## config.mk

```make
export PLATFORM = sky130hd
export DESIGN_NAME = base64_codec
export DESIGN_NICKNAME = d
export VERILOG_FILES = /design/src/rtl/core/b64_pkg.sv /design/src/rtl/core/b64_core.sv /design/src/rtl/core/b64_ser.sv /design/src/rtl/core/base64_codec.sv
export SDC_FILE = /design/constraint.sdc
export NUM_CORES = 1
export LEC_CHECK = 0
export BUFFER_PORTS_ARGS = -buffer_cell sky130_fd_sc_hd__buf_4
export CAP_MARGIN = 5
export CELL_PAD_IN_SITES_DETAIL_PLACEMENT = 0
export CELL_PAD_IN_SITES_GLOBAL_PLACEMENT = 1
export CORE_MARGIN = 1
export CORE_UTILIZATION = 50
export DETAILED_ROUTE_END_ITERATION = 8
export PLACE_DENSITY = 0.95
export SLEW_MARGIN = 20
export SYNTH_ARGS = -nofsm -noshare
export SYNTH_HDL_FRONTEND = slang
export SYNTH_SLANG_ARGS = --single-unit
```

## constraint.sdc

```tcl
create_clock -name clk_i -period 6.6 [get_ports clk_i]
set_input_delay 0 -clock clk_i [delete_from_list [all_inputs] [get_ports clk_i]]
set_output_delay 0 -clock clk_i [all_outputs]
set_load 0.005 [all_outputs]
```

## src/rtl/core/b64_pkg.sv

```systemverilog
// Shared types, constants and character mapping functions for the base64 codec.
package b64_pkg;

  localparam int unsigned GrpMax = 5;
  localparam int unsigned CntW   = 3;

  localparam logic [7:0] ChUpperA = 8'h41;
  localparam logic [7:0] ChUpperZ = 8'h5A;
  localparam logic [7:0] ChLowerA = 8'h61;
  localparam logic [7:0] ChLowerZ = 8'h7A;
  localparam logic [7:0] ChZero   = 8'h30;
  localparam logic [7:0] ChNine   = 8'h39;
  localparam logic [7:0] ChPlus   = 8'h2B;
  localparam logic [7:0] ChSlash  = 8'h2F;
  localparam logic [7:0] ChPad    = 8'h3D;
  localparam logic [7:0] ChNl     = 8'h0A;

  localparam logic [5:0] SxPlus  = 6'd62;
  localparam logic [5:0] SxSlash = 6'd63;

  // Config register indexes
  localparam logic RegDecodeMode = 1'b0;

  // Result group handed from the datapath to the output serializer
  typedef struct packed {
    logic [GrpMax-1:0][7:0] data;
    logic [CntW-1:0]        cnt;
  } grp_t;

  // Sextet to alphabet character
  function automatic logic [7:0] enc_char(input logic [5:0] v);
    logic [7:0] ch;
    if (v < 6'd26) begin
      ch = ChUpperA + {2'b00, v};
    end else if (v < 6'd52) begin
      ch = ChLowerA + {2'b00, v} - 8'd26;
    end else if (v < SxPlus) begin
      ch = ChZero + {2'b00, v} - 8'd52;
    end else if (v == SxPlus) begin
      ch = ChPlus;
    end else begin
      ch = ChSlash;
    end
    return ch;
  endfunction

  // Character to {valid, sextet}; zero for characters outside the alphabet
  function automatic logic [6:0] dec_char(input logic [7:0] ch);
    logic [7:0] t;
    logic [6:0] r;
    t = 8'd0;
    r = 7'd0;
    if (ch >= ChUpperA && ch <= ChUpperZ) begin
      t = ch - ChUpperA;
      r = {1'b1, t[5:0]};
    end else if (ch >= ChLowerA && ch <= ChLowerZ) begin
      t = ch - ChLowerA + 8'd26;
      r = {1'b1, t[5:0]};
    end else if (ch >= ChZero && ch <= ChNine) begin
      t = ch - ChZero + 8'd52;
      r = {1'b1, t[5:0]};
    end else if (ch == ChPlus) begin
      r = {1'b1, SxPlus};
    end else if (ch == ChSlash) begin
      r = {1'b1, SxSlash};
    end
    return r;
  endfunction

endpackage

```

## src/rtl/core/b64_core.sv

```systemverilog
// Codec state and per-beat encode/decode logic producing one result group.
module b64_core
  import b64_pkg::*;
(
  input  logic       clk_i,
  input  logic       rst_ni,
  input  logic       decode_mode_i,
  input  logic       accept_i,
  input  logic [7:0] in_byte_i,
  input  logic       eos_i,
  output logic       push_o,
  output grp_t       grp_o
);

  logic [15:0]     held_bytes_q, held_bytes_d;
  logic [1:0]      held_count_q, held_count_d;
  logic [3:0][6:0] win_q, win_d;
  logic [2:0]      win_fill_q, win_fill_d;

  grp_t enc_grp, dec_grp;

  // Encoder
  always_comb begin
    logic [1:0] c;
    logic [1:0] n_m1;
    logic [7:0] g0, g1, g2;
    c = (held_count_q == 2'd3) ? 2'd2 : held_count_q;
    n_m1 = c;
    g0 = 8'd0;
    g1 = 8'd0;
    g2 = 8'd0;
    if (c >= 2'd1) g0 = held_bytes_q[15:8];
    if (c >= 2'd2) g1 = held_bytes_q[7:0];
    unique case (c)
      2'd0:    g0 = in_byte_i;
      2'd1:    g1 = in_byte_i;
      default: g2 = in_byte_i;
    endcase
    held_bytes_d = held_bytes_q;
    held_count_d = held_count_q;
    enc_grp      = '0;
    if (c != 2'd2 && !eos_i) begin
      if (c == 2'd0) held_bytes_d = {in_byte_i, 8'd0};
      else           held_bytes_d = {held_bytes_q[15:8], in_byte_i};
      held_count_d = c + 2'd1;
    end else begin
      enc_grp.data[0] = enc_char(g0[7:2]);
      enc_grp.data[1] = enc_char({g0[1:0], g1[7:4]});
      enc_grp.data[2] = (n_m1 >= 2'd1) ? enc_char({g1[3:0], g2[7:6]}) : ChPad;
      enc_grp.data[3] = (n_m1 >= 2'd2) ? enc_char(g2[5:0]) : ChPad;
      enc_grp.data[4] = ChNl;
      enc_grp.cnt     = eos_i ? CntW'(5) : CntW'(4);
      held_bytes_d    = 16'd0;
      held_count_d    = 2'd0;
    end
  end

  // Decoder
  always_comb begin
    logic [1:0]      f;
    logic [3:0][6:0] w;
    logic [2:0]      fill;
    f = (win_fill_q > 3'd3) ? 2'd3 : win_fill_q[1:0];
    w = win_q;
    for (int i = 0; i < 4; i++) begin
      if (f == 2'(i)) w[i] = dec_char(in_byte_i);
    end
    fill    = {1'b0, f} + 3'd1;
    dec_grp = '0;
    win_d   = w;
    if (fill == 3'd4) begin
      if (!w[0][6] || !w[1][6]) begin
        // drop the oldest character
        win_d = {7'd0, w[3], w[2], w[1]};
        fill  = 3'd3;
      end else begin
        dec_grp.data[0] = {w[0][5:0], w[1][5:4]};
        dec_grp.data[1] = {w[1][3:0], w[2][5:2]};
        dec_grp.data[2] = {w[2][1:0], w[3][5:0]};
        if (!w[2][6])      dec_grp.cnt = CntW'(1);
        else if (!w[3][6]) dec_grp.cnt = CntW'(2);
        else               dec_grp.cnt = CntW'(3);
        win_d = '0;
        fill  = 3'd0;
      end
    end
    if (in_byte_i == ChNl || eos_i) begin
      win_d = '0;
      fill  = 3'd0;
    end
    win_fill_d = fill;
  end

  assign grp_o  = decode_mode_i ? dec_grp : enc_grp;
  assign push_o = accept_i && (grp_o.cnt != '0);

  always_ff @(posedge clk_i or negedge rst_ni) begin
    if (!rst_ni) begin
      held_bytes_q <= '0;
      held_count_q <= '0;
      win_q        <= '0;
      win_fill_q   <= '0;
    end else if (accept_i) begin
      if (decode_mode_i) begin
        win_q      <= win_d;
        win_fill_q <= win_fill_d;
      end else begin
        held_bytes_q <= held_bytes_d;
        held_count_q <= held_count_d;
      end
    end
  end

endmodule

```

## src/rtl/core/b64_ser.sv

```systemverilog
// Two-slot result buffer that serializes each group one beat at a time.
module b64_ser
  import b64_pkg::*;
(
  input  logic       clk_i,
  input  logic       rst_ni,
  input  logic       push_i,
  input  grp_t       grp_i,
  output logic       free_o,
  output logic       m_axis_tvalid,
  input  logic       m_axis_tready,
  output logic [7:0] m_axis_tdata,
  output logic       m_axis_tlast
);

  logic            pend_valid_q, pend_valid_d;
  grp_t            pend_q;
  logic            cur_valid_q, cur_valid_d;
  grp_t            cur_q;
  logic [CntW-1:0] idx_q, idx_d;
  logic            last, done, move;

  assign last = (idx_q == cur_q.cnt - CntW'(1));
  assign done = cur_valid_q && m_axis_tready && last;
  assign move = pend_valid_q && (!cur_valid_q || done);

  assign free_o        = !pend_valid_q || move;
  assign m_axis_tvalid = cur_valid_q;
  assign m_axis_tdata  = cur_q.data[idx_q];
  assign m_axis_tlast  = last;

  always_comb begin
    pend_valid_d = push_i || (pend_valid_q && !move);
    cur_valid_d  = move || (cur_valid_q && !done);
    idx_d        = idx_q;
    if (move) begin
      idx_d = '0;
    end else if (cur_valid_q && m_axis_tready) begin
      idx_d = idx_q + CntW'(1);
    end
  end

  always_ff @(posedge clk_i or negedge rst_ni) begin
    if (!rst_ni) begin
      pend_valid_q <= 1'b0;
      cur_valid_q  <= 1'b0;
      idx_q        <= '0;
    end else begin
      pend_valid_q <= pend_valid_d;
      cur_valid_q  <= cur_valid_d;
      idx_q        <= idx_d;
    end
  end

  always_ff @(posedge clk_i) begin
    if (push_i) pend_q <= grp_i;
    if (move)   cur_q  <= pend_q;
  end

endmodule

```

## src/rtl/core/base64_codec.sv

```systemverilog
// Top level of the base64 codec: config register, datapath and output serializer.
//
// Input stream (s_axis_*): one byte per beat; tlast marks the final byte of
// a stream. Output stream (m_axis_*): one character or decoded byte per beat;
// tlast marks the last result caused by an input byte. Inputs that cause no
// result (bytes held in an encode group, partial decode windows) produce no beat.
// decode_mode at APB address 0, bit 0: 0 encodes, 1 decodes. Write it only
// while the block is idle; encoder and decoder state are kept across changes.
// The first result of a byte is registered in the pending slot and then in the
// current slot, which it enters once that slot is free, before it is offered.
// Throughput: a byte is taken every cycle while the two-group result buffer
// has room; the output port drains one beat per cycle while m_axis_tready
// is high, so a full encode group (four characters, five at end of stream)
// sets the sustained rate. Reset clears the held bytes, the character window
// and the mode, and empties the result buffer. When the receiver stalls, the
// current beat holds and one more group can queue before s_axis_tready drops.
module base64_codec
  import b64_pkg::*;
(
  input  logic        clk_i,
  input  logic        rst_ni,
  input  logic        s_axis_tvalid,
  output logic        s_axis_tready,
  input  logic [7:0]  s_axis_tdata,   // [7:0] in_byte
  input  logic        s_axis_tlast,   // end_of_stream
  output logic        m_axis_tvalid,
  input  logic        m_axis_tready,
  output logic [7:0]  m_axis_tdata,   // [7:0] out_byte
  output logic        m_axis_tlast,   // run_last
  input  logic        psel,
  input  logic        penable,
  input  logic        pwrite,
  input  logic [2:0]  paddr,
  input  logic [31:0] pwdata,
  output logic [31:0] prdata,
  output logic        pready
);

  logic decode_mode_q;
  logic accept, push, free;
  grp_t grp;

  assign pready = 1'b1;
  assign prdata = (paddr[2] == RegDecodeMode) ? {31'd0, decode_mode_q} : 32'd0;

  always_ff @(posedge clk_i or negedge rst_ni) begin
    if (!rst_ni) begin
      decode_mode_q <= 1'b0;
    end else if (psel && penable && pwrite && pready && paddr[2] == RegDecodeMode) begin
      decode_mode_q <= pwdata[0];
    end
  end

  assign s_axis_tready = free;
  assign accept        = s_axis_tvalid && s_axis_tready;

  b64_core u_core (
    .clk_i         (clk_i),
    .rst_ni        (rst_ni),
    .decode_mode_i (decode_mode_q),
    .accept_i      (accept),
    .in_byte_i     (s_axis_tdata),
    .eos_i         (s_axis_tlast),
    .push_o        (push),
    .grp_o         (grp)
  );

  b64_ser u_ser (
    .clk_i         (clk_i),
    .rst_ni        (rst_ni),
    .push_i        (push),
    .grp_i         (grp),
    .free_o        (free),
    .m_axis_tvalid (m_axis_tvalid),
    .m_axis_tready (m_axis_tready),
    .m_axis_tdata  (m_axis_tdata),
    .m_axis_tlast  (m_axis_tlast)
  );

endmodule

```

==> impl_metrics.py <==
metrics = {
    "timing": {
        "finClkSkew_ps": 9.95,
        "rsz0062_at_grt": "false",
        "setup_tns_ps": 0,
        "finalSetupViolCount": 0,
        "fmax_mhz": 243,
        "finalHoldViolCount": 0,
        "slew_headroom_pct": 28.6,
        "slew_violations": 0,
        "final.min_clock_period_ps": 4120,
        "fin_crit_sh_pct": 62.4,
        "tightest_slew_ps": 1070,
    },
    "layout": {
        "fillCellCount": 1463,
        "mostFrequentLayoutCell": "nand2_1",
        "syn2layout_area_growth_pct": 10.3,
        "drive_gt1_share_pct": 10.5,
        "final_nets": 1053,
        "diodes": 0,
        "layout_common_cells": "90 x nand2_1, 72 x o21ai_0, 72 x edfxtp_1",
    },
    "synth": {
        "syn_avg_cell_area_um2": 9.44,
        "synth_cells": 935,
        "synthesis.area_um2": 8830,
        "async_flop_share_pct": 43.3,
        "ys_types": 85,
        "seq_area_frac_synth_pct": 40.1,
        "yosys_register_bits": 127,
        "ys.warnings.count": 0,
        "synthFlopType": "edfxtp_1",
        "synth_edf_count": 72,
    },
    "pwr": {
        "vdd_drop_max_mv": 0.224,
        "power.total_uw": 3970,
        "powerDensity_nw_per_um2": 407,
        "p_leak_uw": 0.00395,
    },
    "drt": {
        "wl_met2_um": 10700,
        "finalWirelength_um": 23200,
        "dr.max_layer_used": "met4",
        "final_antenna_net_count": 0,
        "viasPerCell": 6.17,
        "routedWlPerCell_um": 19.6,
        "dr_total_vias": 7294,
        "dr_wl_met3_um": 1430,
        "dr.pass1.iters": 6,
        "drc": 0,
        "drtIter0Drc": 793,
        "wirelength_met1_um": 10100,
    },
    "clock_tree": {
        "postCtsSetupBuffers": 0,
        "clockBufferDepth": 2,
        "cts.sinks": 127,
        "cts-buffers-inserted": 17,
        "holdBufCountCts": 13,
        "clock_latency_ps": 430,
        "htree_levels": 4,
        "cts.clk_slew.worst_paths_ps": 70,
        "cts_tree": "built",
        "post_cts_resized": 0,
        "cts_root_buf": "clkbuf_16",
    },
    "global_routing": {
        "grt_max_degree": 56,
        "grt_pass1_vias": 6564,
        "grt_antenna_before_repair": 0,
        "grt_pass1_wl_um": 36100,
        "grt.total_usage_pct": 26.1,
        "grt_overflow_total": 0,
    },
    "critical_path": {
        "path_cells": "buf_4, or2_1, mux2i_1, inv_1, ha_1, a221oi_1, and2_1, o21ai_0, a32oi_1, o22ai_1",
        "crit_path_end_kind": "flip-flop",
        "startpoint": "u_core.held_count_q[1]",
        "crit_required_ps": 6740,
        "r2r_end": "u_ser.pend_q[6]",
        "endpoint": "u_ser.pend_q[6]",
        "cp_max_fo": 47,
        "startpoint_type": "flip-flop",
        "criticalPathCategory": "flip-flop to flip-flop",
        "max_stage_delay_ps": 520,
        "r2r_cells": 10,
        "worstPathArrival_ps": 4260,
        "ff2ff_setup_slack_ps": 2480,
        "crit_path_top_delay_cell": "or2_1",
        "regToRegStartpoint": "u_core.held_count_q[1]",
    },
    "floorplan": {
        "row_count": 48,
        "die_area_um2": 18200,
        "die_h_um": 135,
        "ioPinCount": 95,
        "initial_core_util_pct": 51.1,
        "die-width_um": 135,
        "core_area_um2": 17300,
    },
    "place": {
        "gp_congestion": 0.904,
        "port_buffers": 29,
        "hpwl_um": 16300,
    },
    "job": {
        "cap_violations": 0,
    },
    "hold_path": {
        "holdCritPathClass": "input pin to flip-flop",
    },
    "status": {
        "status": "finished, final reports clean",
    },
}
==> sequential cells by signal, indices dropped and copies added, names as in the netlist <==
signal and flops:
decode_mode_q 1, u_core.held_bytes_q 16, u_core.held_count_q 2, u_core.win_fill_q 3
u_core.win_q 28, u_ser.cur_q 36, u_ser.idx_q 3, u_ser.m_axis_tvalid 1
u_ser.pend_q 36, u_ser.pend_valid_q 1
==> logic make-up (layout without fill, tap and decap cells) <==
logic type / Yosys count / in the layout / share of synthesized area (%)
fa+ha+maj: 57 / 57 / 8.08
other cells: 2 / 32 / 0.0850
compound gates: 282 / 282 / 22.4
simple gates: 283 / 283 / 15.7
flops: 127 / 127 / 40.1
mux: 24 / 24 / 4.08
buf+inv: 143 / 136 / 7.71
xor+xnor: 17 / 17 / 1.86
==> area by class of cell <==
type / instances / area [um^2] / area share [%]
Timing Repair Buffer: 45 / 370 / 3.80
Clock inverter: 15 / 163 / 1.67
Clock buffer: 17 / 425 / 4.37
Sequential cell: 127 / 3540 / 36.3
Multi-Input combinational cell: 695 / 4740 / 48.7
Inverter: 59 / 221 / 2.27
Tap cell: 225 / 282 / 2.89
==> synth_stat cells (5+ instances only) <==
cell	instances	share of area (%)
o21a_1	8	0.68
nand4_1	6	0.43
xor2_1	5	0.50
and3_1	8	0.57
nand2_1	90	3.8
a32oi_1	7	0.69
a22oi_1	7	0.60
nand3_1	32	1.8
o21ai_0	72	4.1
inv_1	59	2.5
mux2_2	6	0.77
buf_4	32	2.7
buf_2	12	0.68
a31oi_1	14	0.99
and2_1	8	0.57
o22ai_1	6	0.43
a211o_1	8	0.79
nor3_1	13	0.74
o221ai_1	16	1.6
nor2b_1	25	1.8
nor3b_1	5	0.43
ha_1	57	8.1
a21o_1	9	0.77
o211ai_1	13	1.1
nand2b_1	15	1.1
mux4_2	8	2.0
or3_1	5	0.35
o21ai_1	5	0.28
nor2_1	56	2.4
o311ai_0	6	0.60
xnor2_1	11	1.1
clkbuf_1	34	1.4
edfxtp_1	72	24
a211oi_1	5	0.43
a21oi_1	43	2.4
mux2i_1	9	1.0
dfrtp_1	55	16
o31ai_1	5	0.43
a22o_1	7	0.69
==> worst min path at each step <==
stage                             from               to  slack [ps]  depth (start not counted)
final                     s_axis_tlast  u_ser.pend_q[0]          40                          3
after global routing      s_axis_tlast  u_ser.pend_q[0]          30                          3
after CTS                 s_axis_tlast  u_ser.pend_q[0]          10                          3
after detailed placement        rst_ni   u_ser.idx_q[2]         100                          1
after global placement          rst_ni   u_ser.idx_q[2]         100                          1
after floorplan                 rst_ni    decode_mode_q        -300                          0
==> per-layer routing <==
metal | up-vias | track usage, %
li1 | 3410 | -
met5 | - | 0
met3 | 53 | 4.35
met2 | 319 | 40.9
met1 | 3512 | 34.9
met4 | 0 | 13.0
==> metrics by stage <==
step | util (%) | hold slack, ps | setup slack (ps) | area [um^2] | cells
3_3_place_gp | 52.2 | 98.7 | 2710 | 9020 | 1138
4_1_cts | 56.3 | 14.5 | 2590 | 9740 | 1183
5_1_grt | 56.3 | 32.2 | 2190 | 9740 | 1183
3_5_place_dp | 52.2 | 103 | 2700 | 9020 | 1138
6_report | 56.3 | 35.2 | 2480 | 9740 | 1183
2_1_floorplan | - | -296 | 2760 | 8940 | 965
==> report_power, final <==
| group | internal [uW] | switching (uW) |
|---|---|---|
| Sequential | 1060 | 159 |
| Clock | 505 | 418 |
| Combinational | 689 | 1140 |
==> worst max-delay path: cells and delay by family, from the launching register on <==
family	cells	cell delay, ps
AOI/OAI and AO/OA	4	1170
muxes	1	510
DFF	1	320
and+or+nand+nor	2	1020
buffers and inverters	2	550
adders and majority gates	1	230
Note: power is estimated with default switching activity, not from simulation.
